**config.mk**
```make
export PLATFORM = sky130hd
export DESIGN_NAME = stitched_grid_index_generator
export DESIGN_NICKNAME = d
export VERILOG_FILES = /design/src/rtl/sgig_pkg.sv /design/src/rtl/stitched_grid_index_generator.sv
export SDC_FILE = /design/constraint.sdc
export NUM_CORES = 1
export LEC_CHECK = 0
export BUFFER_PORTS_ARGS = -buffer_cell sky130_fd_sc_hd__buf_2
export CORE_MARGIN = 2
export CORE_UTILIZATION = 60
export CTS_BUF_LIST = sky130_fd_sc_hd__clkbuf_8
export DETAILED_ROUTE_END_ITERATION = 12
export PLACE_DENSITY = 0.81
export SLEW_MARGIN = 20
export SYNTH_ARGS = -nofsm -noshare
export SYNTH_HDL_FRONTEND = slang
export SYNTH_SLANG_ARGS = --single-unit
```
**constraint.sdc**
```tcl
create_clock -name aclk -period 11.2 [get_ports aclk]
set_clock_uncertainty 0.05 [all_clocks]
set_input_delay 2.24 -clock aclk [delete_from_list [all_inputs] [get_ports aclk]]
set_output_delay 2.24 -clock aclk [all_outputs]
set_load 0.02 [all_outputs]
```
**src/rtl/sgig_pkg.sv**
```systemverilog
package sgig_pkg;

    localparam int IndexWidth = 17;
    localparam int QuadWidth  = 9;

    // region codes, also the value of the walk region counter
    localparam logic [2:0] REGION_SURFACE = 3'd0;
    localparam logic [2:0] REGION_UMIN    = 3'd1;
    localparam logic [2:0] REGION_UMAX    = 3'd2;
    localparam logic [2:0] REGION_VMIN    = 3'd3;
    localparam logic [2:0] REGION_VMAX    = 3'd4;

    // configuration register indexes
    localparam logic REG_QUAD_COUNT  = 1'b0;
    localparam logic REG_STITCH_MASK = 1'b1;

    localparam logic [8:0] QUAD_COUNT_RESET = 9'd64;

    typedef logic [IndexWidth-1:0] index_t;

    typedef struct packed {
        logic [2:0] region;
        logic [8:0] col;
        logic [8:0] row;
        logic       last;
    } walk_pos_t;

endpackage

```
**src/rtl/stitched_grid_index_generator.sv**
```systemverilog
// channel   | ports          | contents (lowest bits first)
// ----------+----------------+-------------------------------------------------
// input     | s_t*           | tdata: restart[0], zero padding
// output    | m_t*           | tdata: index_a..index_f (17 bits each); tuser: region;
//           |                | tlast: last_pair
// config    | APB            | 0x0 quad_count, 0x4 stitch_mask
//
// one transaction in, one out; a new transaction is taken every cycle while the output is not stalled
// pipeline stages: walk counter step, row and skirt base multiply,
// corner adds into the output register
// the three stages stall together only where the stage ahead is full and stalled
// aresetn (synchronous) clears the walk counters, the stage valids and the configuration registers
module stitched_grid_index_generator import sgig_pkg::*; #(
    parameter int MAX_QUADS = 256
) (
    input  logic         aclk,
    input  logic         aresetn,
    // restart
    input  logic         s_tvalid,
    output logic         s_tready,
    input  logic [7:0]   s_tdata,
    // index_a, index_b, index_c, index_d, index_e, index_f
    output logic         m_tvalid,
    input  logic         m_tready,
    output logic [103:0] m_tdata,
    // region
    output logic [2:0]   m_tuser,
    output logic         m_tlast,
    input  logic         psel,
    input  logic         penable,
    input  logic         pwrite,
    input  logic [2:0]   paddr,
    input  logic [31:0]  pwdata,
    output logic [31:0]  prdata,
    output logic         pready
);

    logic [8:0] quad_count_reg;
    logic [3:0] stitch_mask_reg;
    logic [8:0] q;
    index_t     n17;

    logic [2:0] walk_region_reg, walk_region_next;
    logic [8:0] column_or_sample_reg, column_or_sample_next;
    logic [8:0] row_counter_reg, row_counter_next;

    logic       v1_reg, v2_reg, v3_reg;
    logic       rdy1, rdy2, rdy3;
    walk_pos_t  s1_reg, s1_next;
    walk_pos_t  s2_reg;
    index_t     prod_reg, nn_reg, en_reg;
    logic [8:0] mul_sel;
    index_t     en_next;

    index_t     idx_a, idx_b, idx_c, idx_d, idx_e, idx_f;
    logic [103:0] tdata_reg;
    logic [2:0]   tuser_reg;
    logic         tlast_reg;

    // ---------------- configuration ----------------
    assign pready = 1'b1;

    always_ff @(posedge aclk) begin
        if (!aresetn) begin
            quad_count_reg  <= QUAD_COUNT_RESET;
            stitch_mask_reg <= 4'd0;
        end else if (psel && penable && pwrite) begin
            unique case (paddr[2])
                REG_QUAD_COUNT:  quad_count_reg  <= pwdata[8:0];
                REG_STITCH_MASK: stitch_mask_reg <= pwdata[3:0];
                default: ;
            endcase
        end
    end

    always_comb begin
        unique case (paddr[2])
            REG_QUAD_COUNT:  prdata = {23'd0, quad_count_reg};
            REG_STITCH_MASK: prdata = {28'd0, stitch_mask_reg};
            default:         prdata = 32'd0;
        endcase
    end

    // effective quad count: zero reads as one, saturate at the build limit
    always_comb begin
        if (quad_count_reg == 9'd0) begin
            q = 9'd1;
        end else if (32'(quad_count_reg) > 32'(MAX_QUADS)) begin
            q = QuadWidth'(MAX_QUADS);
        end else begin
            q = quad_count_reg;
        end
    end

    assign n17 = IndexWidth'(q) + 17'd1;

    // ---------------- handshake ----------------
    assign rdy3     = !v3_reg || m_tready;
    assign rdy2     = !v2_reg || rdy3;
    assign rdy1     = !v1_reg || rdy2;
    assign s_tready = rdy1;

    always_ff @(posedge aclk) begin
        if (!aresetn) begin
            v1_reg <= 1'b0;
            v2_reg <= 1'b0;
            v3_reg <= 1'b0;
        end else begin
            if (rdy1) v1_reg <= s_tvalid;
            if (rdy2) v2_reg <= v1_reg;
            if (rdy3) v3_reg <= v2_reg;
        end
    end

    // ---------------- stage 1: walk counters ----------------
    always_comb begin
        logic       bad;
        logic [9:0] col_inc;
        logic [9:0] row_inc;
        bad = (walk_region_reg > REGION_VMAX) || (column_or_sample_reg >= q) ||
              ((walk_region_reg == REGION_SURFACE) && (row_counter_reg >= q));
        if (s_tdata[0] || bad) begin
            s1_next.region = REGION_SURFACE;
            s1_next.col    = 9'd0;
            s1_next.row    = 9'd0;
        end else begin
            s1_next.region = walk_region_reg;
            s1_next.col    = column_or_sample_reg;
            s1_next.row    = row_counter_reg;
        end
        s1_next.last = 1'b0;

        walk_region_next      = s1_next.region;
        column_or_sample_next = s1_next.col;
        row_counter_next      = s1_next.row;
        col_inc = {1'b0, s1_next.col} + 10'd1;
        row_inc = {1'b0, s1_next.row} + 10'd1;
        if (col_inc >= {1'b0, q}) begin
            column_or_sample_next = 9'd0;
            if (s1_next.region == REGION_SURFACE) begin
                if (row_inc >= {1'b0, q}) begin
                    row_counter_next = 9'd0;
                    walk_region_next = REGION_UMIN;
                end else begin
                    row_counter_next = row_inc[8:0];
                end
            end else if (s1_next.region == REGION_VMAX) begin
                walk_region_next = REGION_SURFACE;
                s1_next.last     = 1'b1;
            end else begin
                walk_region_next = s1_next.region + 3'd1;
            end
        end else begin
            column_or_sample_next = col_inc[8:0];
        end
    end

    always_ff @(posedge aclk) begin
        if (!aresetn) begin
            walk_region_reg      <= REGION_SURFACE;
            column_or_sample_reg <= 9'd0;
            row_counter_reg      <= 9'd0;
        end else if (s_tvalid && rdy1) begin
            walk_region_reg      <= walk_region_next;
            column_or_sample_reg <= column_or_sample_next;
            row_counter_reg      <= row_counter_next;
        end
    end

    always_ff @(posedge aclk) begin
        if (rdy1) s1_reg <= s1_next;
    end

    // ---------------- stage 2: row and skirt bases ----------------
    always_comb begin
        unique case (s1_reg.region)
            REGION_SURFACE: mul_sel = s1_reg.row;
            REGION_UMIN,
            REGION_UMAX:    mul_sel = s1_reg.col;
            REGION_VMAX:    mul_sel = q;
            default:        mul_sel = 9'd0;
        endcase
        unique case (s1_reg.region)
            REGION_UMAX: en_next = n17;
            REGION_VMIN: en_next = n17 << 1;
            REGION_VMAX: en_next = (n17 << 1) + n17;
            default:     en_next = '0;
        endcase
    end

    always_ff @(posedge aclk) begin
        if (rdy2) begin
            s2_reg   <= s1_reg;
            prod_reg <= IndexWidth'(mul_sel * n17[9:0]);
            nn_reg   <= IndexWidth'(n17[9:0] * n17[9:0]);
            en_reg   <= en_next;
        end
    end

    // ---------------- stage 3: corner indices ----------------
    // stitched edges pull odd samples back to the even one before them
    function automatic index_t surf_corner(
        input logic [9:0] cx,
        input logic [9:0] cy,
        input logic [8:0] y,
        input index_t     rb,
        input index_t     n,
        input logic [8:0] qe,
        input logic [3:0] mask
    );
        logic [9:0] ax;
        logic [9:0] ay;
        index_t     base;
        ax = cx;
        ay = cy;
        if (mask[0] && ax == 10'd0 && ay[0]) begin
            ay = ay - 10'd1;
        end else if (mask[1] && ax == {1'b0, qe} && ay[0]) begin
            ay = ay - 10'd1;
        end
        if (mask[2] && ay == 10'd0 && ax[0]) begin
            ax = ax - 10'd1;
        end else if (mask[3] && ay == {1'b0, qe} && ax[0]) begin
            ax = ax - 10'd1;
        end
        if (ay == {1'b0, y} + 10'd1) begin
            base = rb + n;
        end else if (ay == {1'b0, y}) begin
            base = rb;
        end else begin
            base = rb - n;
        end
        return base + IndexWidth'(ax);
    endfunction

    always_comb begin
        logic [9:0] x0, x1, y0, y1;
        logic       st;
        logic [9:0] src, dst;
        index_t     t0, t1, k0, k1, skb;
        x0 = {1'b0, s2_reg.col};
        x1 = x0 + 10'd1;
        y0 = {1'b0, s2_reg.row};
        y1 = y0 + 10'd1;
        st  = 1'b0;
        src = x0;
        dst = x1;
        t0  = '0;
        t1  = '0;
        skb = nn_reg + en_reg;
        if (s2_reg.region != REGION_SURFACE) begin
            st = stitch_mask_reg[2'(s2_reg.region - 3'd1)];
        end
        if (st && x0[0]) src = x0 - 10'd1;
        if (st && !x0[0]) dst = x0;
        k0 = skb + IndexWidth'(src);
        k1 = skb + IndexWidth'(dst);

        unique case (s2_reg.region)
            REGION_UMIN,
            REGION_UMAX: begin
                t0 = (src == x0) ? prod_reg : prod_reg - n17;
                t1 = (dst == x0) ? prod_reg : prod_reg + n17;
                if (s2_reg.region == REGION_UMAX) begin
                    t0 = t0 + IndexWidth'(q);
                    t1 = t1 + IndexWidth'(q);
                end
            end
            default: begin
                t0 = prod_reg + IndexWidth'(src);
                t1 = prod_reg + IndexWidth'(dst);
            end
        endcase

        if (s2_reg.region == REGION_SURFACE) begin
            idx_a = surf_corner(x0, y0, s2_reg.row, prod_reg, n17, q, stitch_mask_reg);
            idx_b = surf_corner(x1, y0, s2_reg.row, prod_reg, n17, q, stitch_mask_reg);
            idx_c = surf_corner(x1, y1, s2_reg.row, prod_reg, n17, q, stitch_mask_reg);
            idx_f = surf_corner(x0, y1, s2_reg.row, prod_reg, n17, q, stitch_mask_reg);
        end else begin
            idx_a = t0;
            idx_b = t1;
            idx_c = k1;
            idx_f = k0;
        end
        idx_d = idx_a;
        idx_e = idx_c;
    end

    always_ff @(posedge aclk) begin
        if (rdy3) begin
            tdata_reg <= {2'b00, idx_f, idx_e, idx_d, idx_c, idx_b, idx_a};
            tuser_reg <= s2_reg.region;
            tlast_reg <= s2_reg.last;
        end
    end

    assign m_tvalid = v3_reg;
    assign m_tdata  = tdata_reg;
    assign m_tuser  = tuser_reg;
    assign m_tlast  = tlast_reg;

endmodule

```
Word-level counts from Yosys, hierarchy flattened
Cells that the tools add are included.
W data, S select, Z words.
{"block": "word_totals", "register_bits": 238, "in_bits": 50, "out_inout_bits": 143, "elab_cells": 208}
{"block": "op_classes", "n_addsub": 25, "mul": 2, "n_lt_le_gt_ge": 7, "n_eq_ne": 23, "mux": 66, "bitwise": 2, "reduce_logical": 61}
{"op": "$mux W17", "n": 22}
{"op": "$mux W10", "n": 26}
{"op": "$add A17 B10 Y17", "n": 9}
{"op": "$eq A10 B9 Y1", "n": 11}
{"op": "$pmux W32 S2", "n": 1}
{"op": "$mux W9", "n": 6}
{"op": "$add A9 B1 Y10 const B", "n": 5}
{"op": "$logic_not A10 Y1", "n": 5}
{"op": "$eq A10 B10 Y1", "n": 4}
{"op": "$pmux W12 S3", "n": 1}
{"op": "$add A17 B9 Y17", "n": 2}
{"op": "$logic_and A1 B1 Y1", "n": 34}
{"op": "$pmux W9 S3", "n": 1}
{"op": "$mux W21", "n": 1}
{"op": "$ge A10 B9 Y1", "n": 2}
{"op": "$sub A10 B1 Y10 const B", "n": 2}
{"op": "$sub A9 B1 Y10 const B", "n": 2}
{"op": "$ge A9 B9 Y1", "n": 2}
{"op": "$logic_not A9 Y1", "n": 2}
{"op": "$add A17 B17 Y17", "n": 1}
{"op": "$mul A10 B10 Y17", "n": 1}
{"op": "$mul A9 B10 Y17", "n": 1}
{"op": "$sub A17 B10 Y17", "n": 1}
{"op": "$add A11 B10 Y12", "n": 1}
{"op": "19 further kinds", "n": 43}

Longest topological paths before layout
{"block": "depth", "ltp_word": 17, "mapped_depth": 32, "ltp_nobuf": 28}

Worst setup path before layout
Ideal clock, no wire load.
{"block": "synth_timing", "path_kind": "register to register", "from": "register quad_count_reg[8]", "to": "register nn_reg[16] (data pin)", "arrival_time_ns": 7.458, "required_ns": 10.890, "slack_ns": 3.432, "path_stages_with_launch": 28, "period_less_slack_ns": 7.768, "path_cell_list": "dfxtp_1 buf_6 or4_4 o2bb2ai_4 buf_1 buf_1 ha_1 nand3_1 xnor2_1 ha_1 inv_1 fa_1 fa_1 fa_1 inv_1 fa_1 inv_1 fa_1 inv_1 ha_1 inv_1 o21bai_1 a21oi_1 o21bai_1 a2111o_1 a31o_2 a21oi_1 xnor2_1"}
{"block": "synth_via", "elab_chain_len": 5, "word_cells_on_any_way": 6, "classes_between": "add/sub (1); mul (1); order compare (1); mux (2); reduce/logical (1)"}
{"item": "start, declared", "line": "stitched_grid_index_generator.sv:38", "text": "logic [8:0] quad_count_reg;"}
{"item": "start signal, assigned", "line": "stitched_grid_index_generator.sv:69", "text": "REG_QUAD_COUNT: quad_count_reg <= pwdata[8:0];"}
{"item": "$gt A9 B9 Y1", "line": "stitched_grid_index_generator.sv:88", "text": "end else if (32'(quad_count_reg) > 32'(MAX_QUADS)) begin"}
{"item": "$mux W9", "line": "stitched_grid_index_generator.sv:88"}
{"item": "$mux W9 *", "line": "stitched_grid_index_generator.sv:86", "text": "if (quad_count_reg == 9'd0) begin"}
{"item": "$add A9 B1 Y10 *", "line": "stitched_grid_index_generator.sv:95", "text": "assign n17 = IndexWidth'(q) + 17'd1;"}
{"item": "$mul A10 B10 Y17 *", "line": "stitched_grid_index_generator.sv:195", "text": "nn_reg <= IndexWidth'(n17[9:0] * n17[9:0]);"}
{"item": "end signal, assigned", "line": "stitched_grid_index_generator.sv:195"}
{"item": "end, declared", "line": "stitched_grid_index_generator.sv:51", "text": "index_t prod_reg, nn_reg, en_reg;"}
Every way passes the cells marked *; elsewhere a longest branch is shown, timed or not.
A chain may end at the register's enable or synchronous reset.

Worst setup path in the final report
{"block": "layout_timing", "from": "register s2_reg[10] (netlist bit)", "to": "register tdata_reg[98], in the netlist m_tdata[98] (data pin)"}
{"block": "layout_via", "elab_chain_len": 14, "word_cells_on_any_way": 29, "classes_between": "add/sub (3); eq/ne (4); mux (11); reduce/logical (11)"}
{"item": "start, declared", "line": "stitched_grid_index_generator.sv:50", "text": "walk_pos_t s2_reg;"}
{"item": "start signal, assigned", "line": "stitched_grid_index_generator.sv:193", "text": "s2_reg <= s1_reg;"}
{"item": "$eq A9 B9 Y1", "line": "stitched_grid_index_generator.sv:218", "text": "end else if (mask[1] && ax == {1'b0, qe} && ay[0]) begin"}
{"item": "$logic_and A1 B1 Y1 (2 in series)", "line": "stitched_grid_index_generator.sv:218"}
{"item": "$mux W10", "line": "stitched_grid_index_generator.sv:218"}
{"item": "$mux W10", "line": "stitched_grid_index_generator.sv:216", "text": "if (mask[0] && ax == 10'd0 && ay[0]) begin"}
{"item": "$mux W10", "line": "stitched_grid_index_generator.sv:275", "text": "if (s2_reg.region == REGION_SURFACE) begin"}
{"item": "$eq A10 B9 Y1", "line": "stitched_grid_index_generator.sv:223", "text": "end else if (mask[3] && ay == {1'b0, qe} && ax[0]) begin"}
{"item": "$logic_and A1 B1 Y1 (2 in series)", "line": "stitched_grid_index_generator.sv:223"}
{"item": "$mux W10", "line": "stitched_grid_index_generator.sv:223"}
{"item": "$mux W10", "line": "stitched_grid_index_generator.sv:221", "text": "if (mask[2] && ay == 10'd0 && ax[0]) begin"}
{"item": "$mux W10", "line": "stitched_grid_index_generator.sv:275"}
{"item": "$add A17 B10 Y17", "line": "stitched_grid_index_generator.sv:233", "text": "return base + IndexWidth'(ax);"}
{"item": "$mux W17 *", "line": "stitched_grid_index_generator.sv:275"}
{"item": "via idx_f[13]", "line": "stitched_grid_index_generator.sv:55", "text": "index_t idx_a, idx_b, idx_c, idx_d, idx_e, idx_f;"}
{"item": "end signal, assigned", "line": "stitched_grid_index_generator.sv:292", "text": "tdata_reg <= {2'b00, idx_f, idx_e, idx_d, idx_c, idx_b, idx_a};"}
{"item": "end, declared", "line": "stitched_grid_index_generator.sv:56", "text": "logic [103:0] tdata_reg;"}
The timed path passes the listed nets; every way through them passes the cells marked *. The select of a mux whose other input is x is not followed.

==> out/metrics.csv <==
metric;value;unit
worstRegToRegCells;25;
crit_type;reg -> reg;
cts_setup_buffers;0;
synth_edf_count;161;
cts_sinks;198;
n_fill_cell;3592;
clk_latency;0.60;ns
wl_per_cell;22.0;µm
end_kind;register;
finalSetupViolCount;0;
async_reset_ff_frac;0;
start_kind;register;
seq_area_frac_synth;0.220;
syn_to_final_growth;5.34;%
rsz0062_at_grt;no;
critPathRequiredTime;11.47;ns
layout_worst_path_cycle_share;0.740;
dp_hpwl;63.8;mm
synth_top_cell_area_share;0.191;
tightestPinTransition;1.12;ns
r2r-end;m_tdata[98];
max_slew_margin;0.252;
clkTransAtPathRegs;0.13;ns
whs;0.407;ns
cp_slowest_cell;a2111oi_0;
track_usage;0.367;
place_inst;3622;
vias_per_cell;6.29;
synth_area;25400;µm²
power_density;75.9;nW/µm²
clock.fmax;121;MHz
min_delay_path_depth;0;
tritoncts;done;
hp-start;s1_reg[5];
num_antenna_cells;0;
row_count;75;
synthFlopType;edfxtp_1;
core_area;41900;µm²
rrSetupSlack;2.92;ns
first_global_vias;22400;
antenna_found_initial;0;
num_io_pins;193;
hold_violations;0;
drc;0;
drv_slew;0;
drive_gt1_frac;0.0860;
synth_top_area_cell;edfxtp_1;
ys_warn_count;0;
h-tree-depth;4;
cts_inserted_buffers;17;
routed_wirelength;80.5;mm
nets;3527;
worstPathMaxFanout;19;
largest_register_ffs;68;
ys_types;96;
period_needed;8.28;ns
finalSetupTns;0;ns
grt_first_pass_wirelength;124;mm
ant_nets;0;
overflow;0;
status;complete, no violations;
grt_max_degree;76;
cap_violations;0;
crit_start;s2_reg[10];
synth.avg_cell_area;8.30;µm²
io_buffer_count;134;
ys_top_cells_by_area;edfxtp_1 (19%), ha_1 (13%), fa_1 (9.2%);
syn_inst;3057;
final_util;0.638;
initial_core_util;0.606;
cts_resized;0;
leakagePower;12.2;nW
arrival;8.55;ns
whs_endpoint;s2_reg[5];
dieWidth;210;µm
cpPeakStageDelay;0.78;ns
dr.pass1.iters;6;
drt_iter0_drc;2449;
fin_cells;3654;
p_total;2.03;mW
worst_path_most_repeated_cell;a21oi_1;
globalplace.congestion;0.989;
r2r-start;s2_reg[10];
clk_path_buf_depth;2;
peakVddDrop;89.0;µV
die_h;210;µm
ys_seq_elements;198;
ctsRootBufferMaster;clkbuf_8;
hp-class;reg -> reg;
die_area;43900;µm²
vias;23000;
cts-hold-fix-buffers;0;
## where the power goes
group,internal [mW],switching (mW),leakage (nW)
sequential,0.848,0.0394,2.17
clock,0.202,0.330,0.228
combinational,0.222,0.387,9.80
total,1.27,0.757,12.2
## layout make-up
class                           count  area, µm²  area share
Timing Repair Buffer              176        986      0.0369
Clock buffer                       17        234     0.00876
Multi-Input combinational cell   2462      18100       0.677
Sequential cell                   198       5580       0.209
Tap cell                          539        674      0.0252
Clock inverter                     15        228     0.00852
Inverter                          247        927      0.0347
## Yosys cell counts (7+ instances only)
master     number
a2111oi_0       8
clkbuf_1      118
nand3_1        82
a21o_1         63
nor2b_1        40
o21bai_1       20
nand2_1       337
a31oi_1        28
a21boi_0       10
o22ai_1        26
buf_1          13
o31ai_1        22
o21ai_0       138
ha_1          259
inv_1         242
o211ai_1       14
o221ai_1        7
nor4_1         18
dfxtp_1        37
and2_1         43
and3_1         17
and4_1          7
nand2b_1       22
mux2i_1        41
buf_4          60
a21oi_1       208
o32ai_1         7
o21ai_1         8
xnor2_1       201
nand3b_1        8
a22oi_1        13
nor2_1        262
xor2_1         96
nor3_1         62
a211oi_1       21
o21a_1         19
nand4_1        23
or2_2          18
fa_1          116
edfxtp_1      161
or3_1          16
buf_2          10
## through the flow
| stage | setup slack (ns) | cell area [µm²] |
|---|---|---|
| after global routing | 2.63 | 26700 |
| after floorplan | 3.43 | 25600 |
| final | 2.92 | 26700 |
| after CTS | 3.16 | 26700 |
| after global placement | 3.35 | 26300 |
| after detailed placement | 3.21 | 26300 |
## worst max-delay path by stage
| stage | end | slack (ns) |
|---|---|---|
| 6_report | m_tdata[98] | 2.92 |
| 5_1_grt | row_counter_reg[8] | 2.63 |
| 4_1_cts | nn_reg[15] | 3.16 |
| 3_3_place_gp | m_tdata[98] | 3.35 |
| 2_1_floorplan | nn_reg[16] | 3.43 |
| 3_5_place_dp | nn_reg[15] | 3.21 |
## cells in the final DEF (no fill, tap or decap), types with 41 or more instances in the layout
master,count
xor2_1,96
and2_1,43
buf_2,134
inv_1,241
buf_4,42
a21oi_1,207
fa_1,116
nor3_1,61
edfxtp_1,161
nor2_1,262
ha_1,259
mux2i_1,41
a21o_1,63
conb_1,55
xnor2_1,199
nand3_1,81
o21ai_0,138
nand2_1,336
## layer usage
| layer | track usage | up-vias | part of all wire |
|---|---|---|---|
| li1 | - | 10700 | - |
| met1 | 0.467 | 11000 | 0.40 |
| met2 | 0.604 | 1086 | 0.47 |
| met3 | 0.0774 | 223 | 0.090 |
| met4 | 0.165 | 0 | 0.042 |
| met5 | 0 | - | 0 |
## worst max-delay path, delay by kind of cell (launching register included)
family	cells	cell delay (ns)
multiplexers	1	0.09
AND/OR/NAND/NOR	8	2.28
AO/OA/AOI/OAI	11	3.69
XOR/XNOR	1	0.15
adder cells (fa/ha/maj)	2	0.66
buffers and inverters	2	0.67
flip-flops	1	0.40
## logic make-up (layout without fill, tap and decap cells)
logic type               after synthesis  after routing  synth area share
AND/OR/NAND/NOR                      987            987             0.182
AO/OA/AOI/OAI                        697            697             0.177
buffers and inverters                450            455            0.0766
adder cells (fa/ha/maj)              375            375             0.219
XOR/XNOR                             301            301             0.106
flip-flops                           198            198             0.220
multiplexers                          47             47            0.0193
other                                  2             55          0.000296
Power figures use the tool's default switching activity.
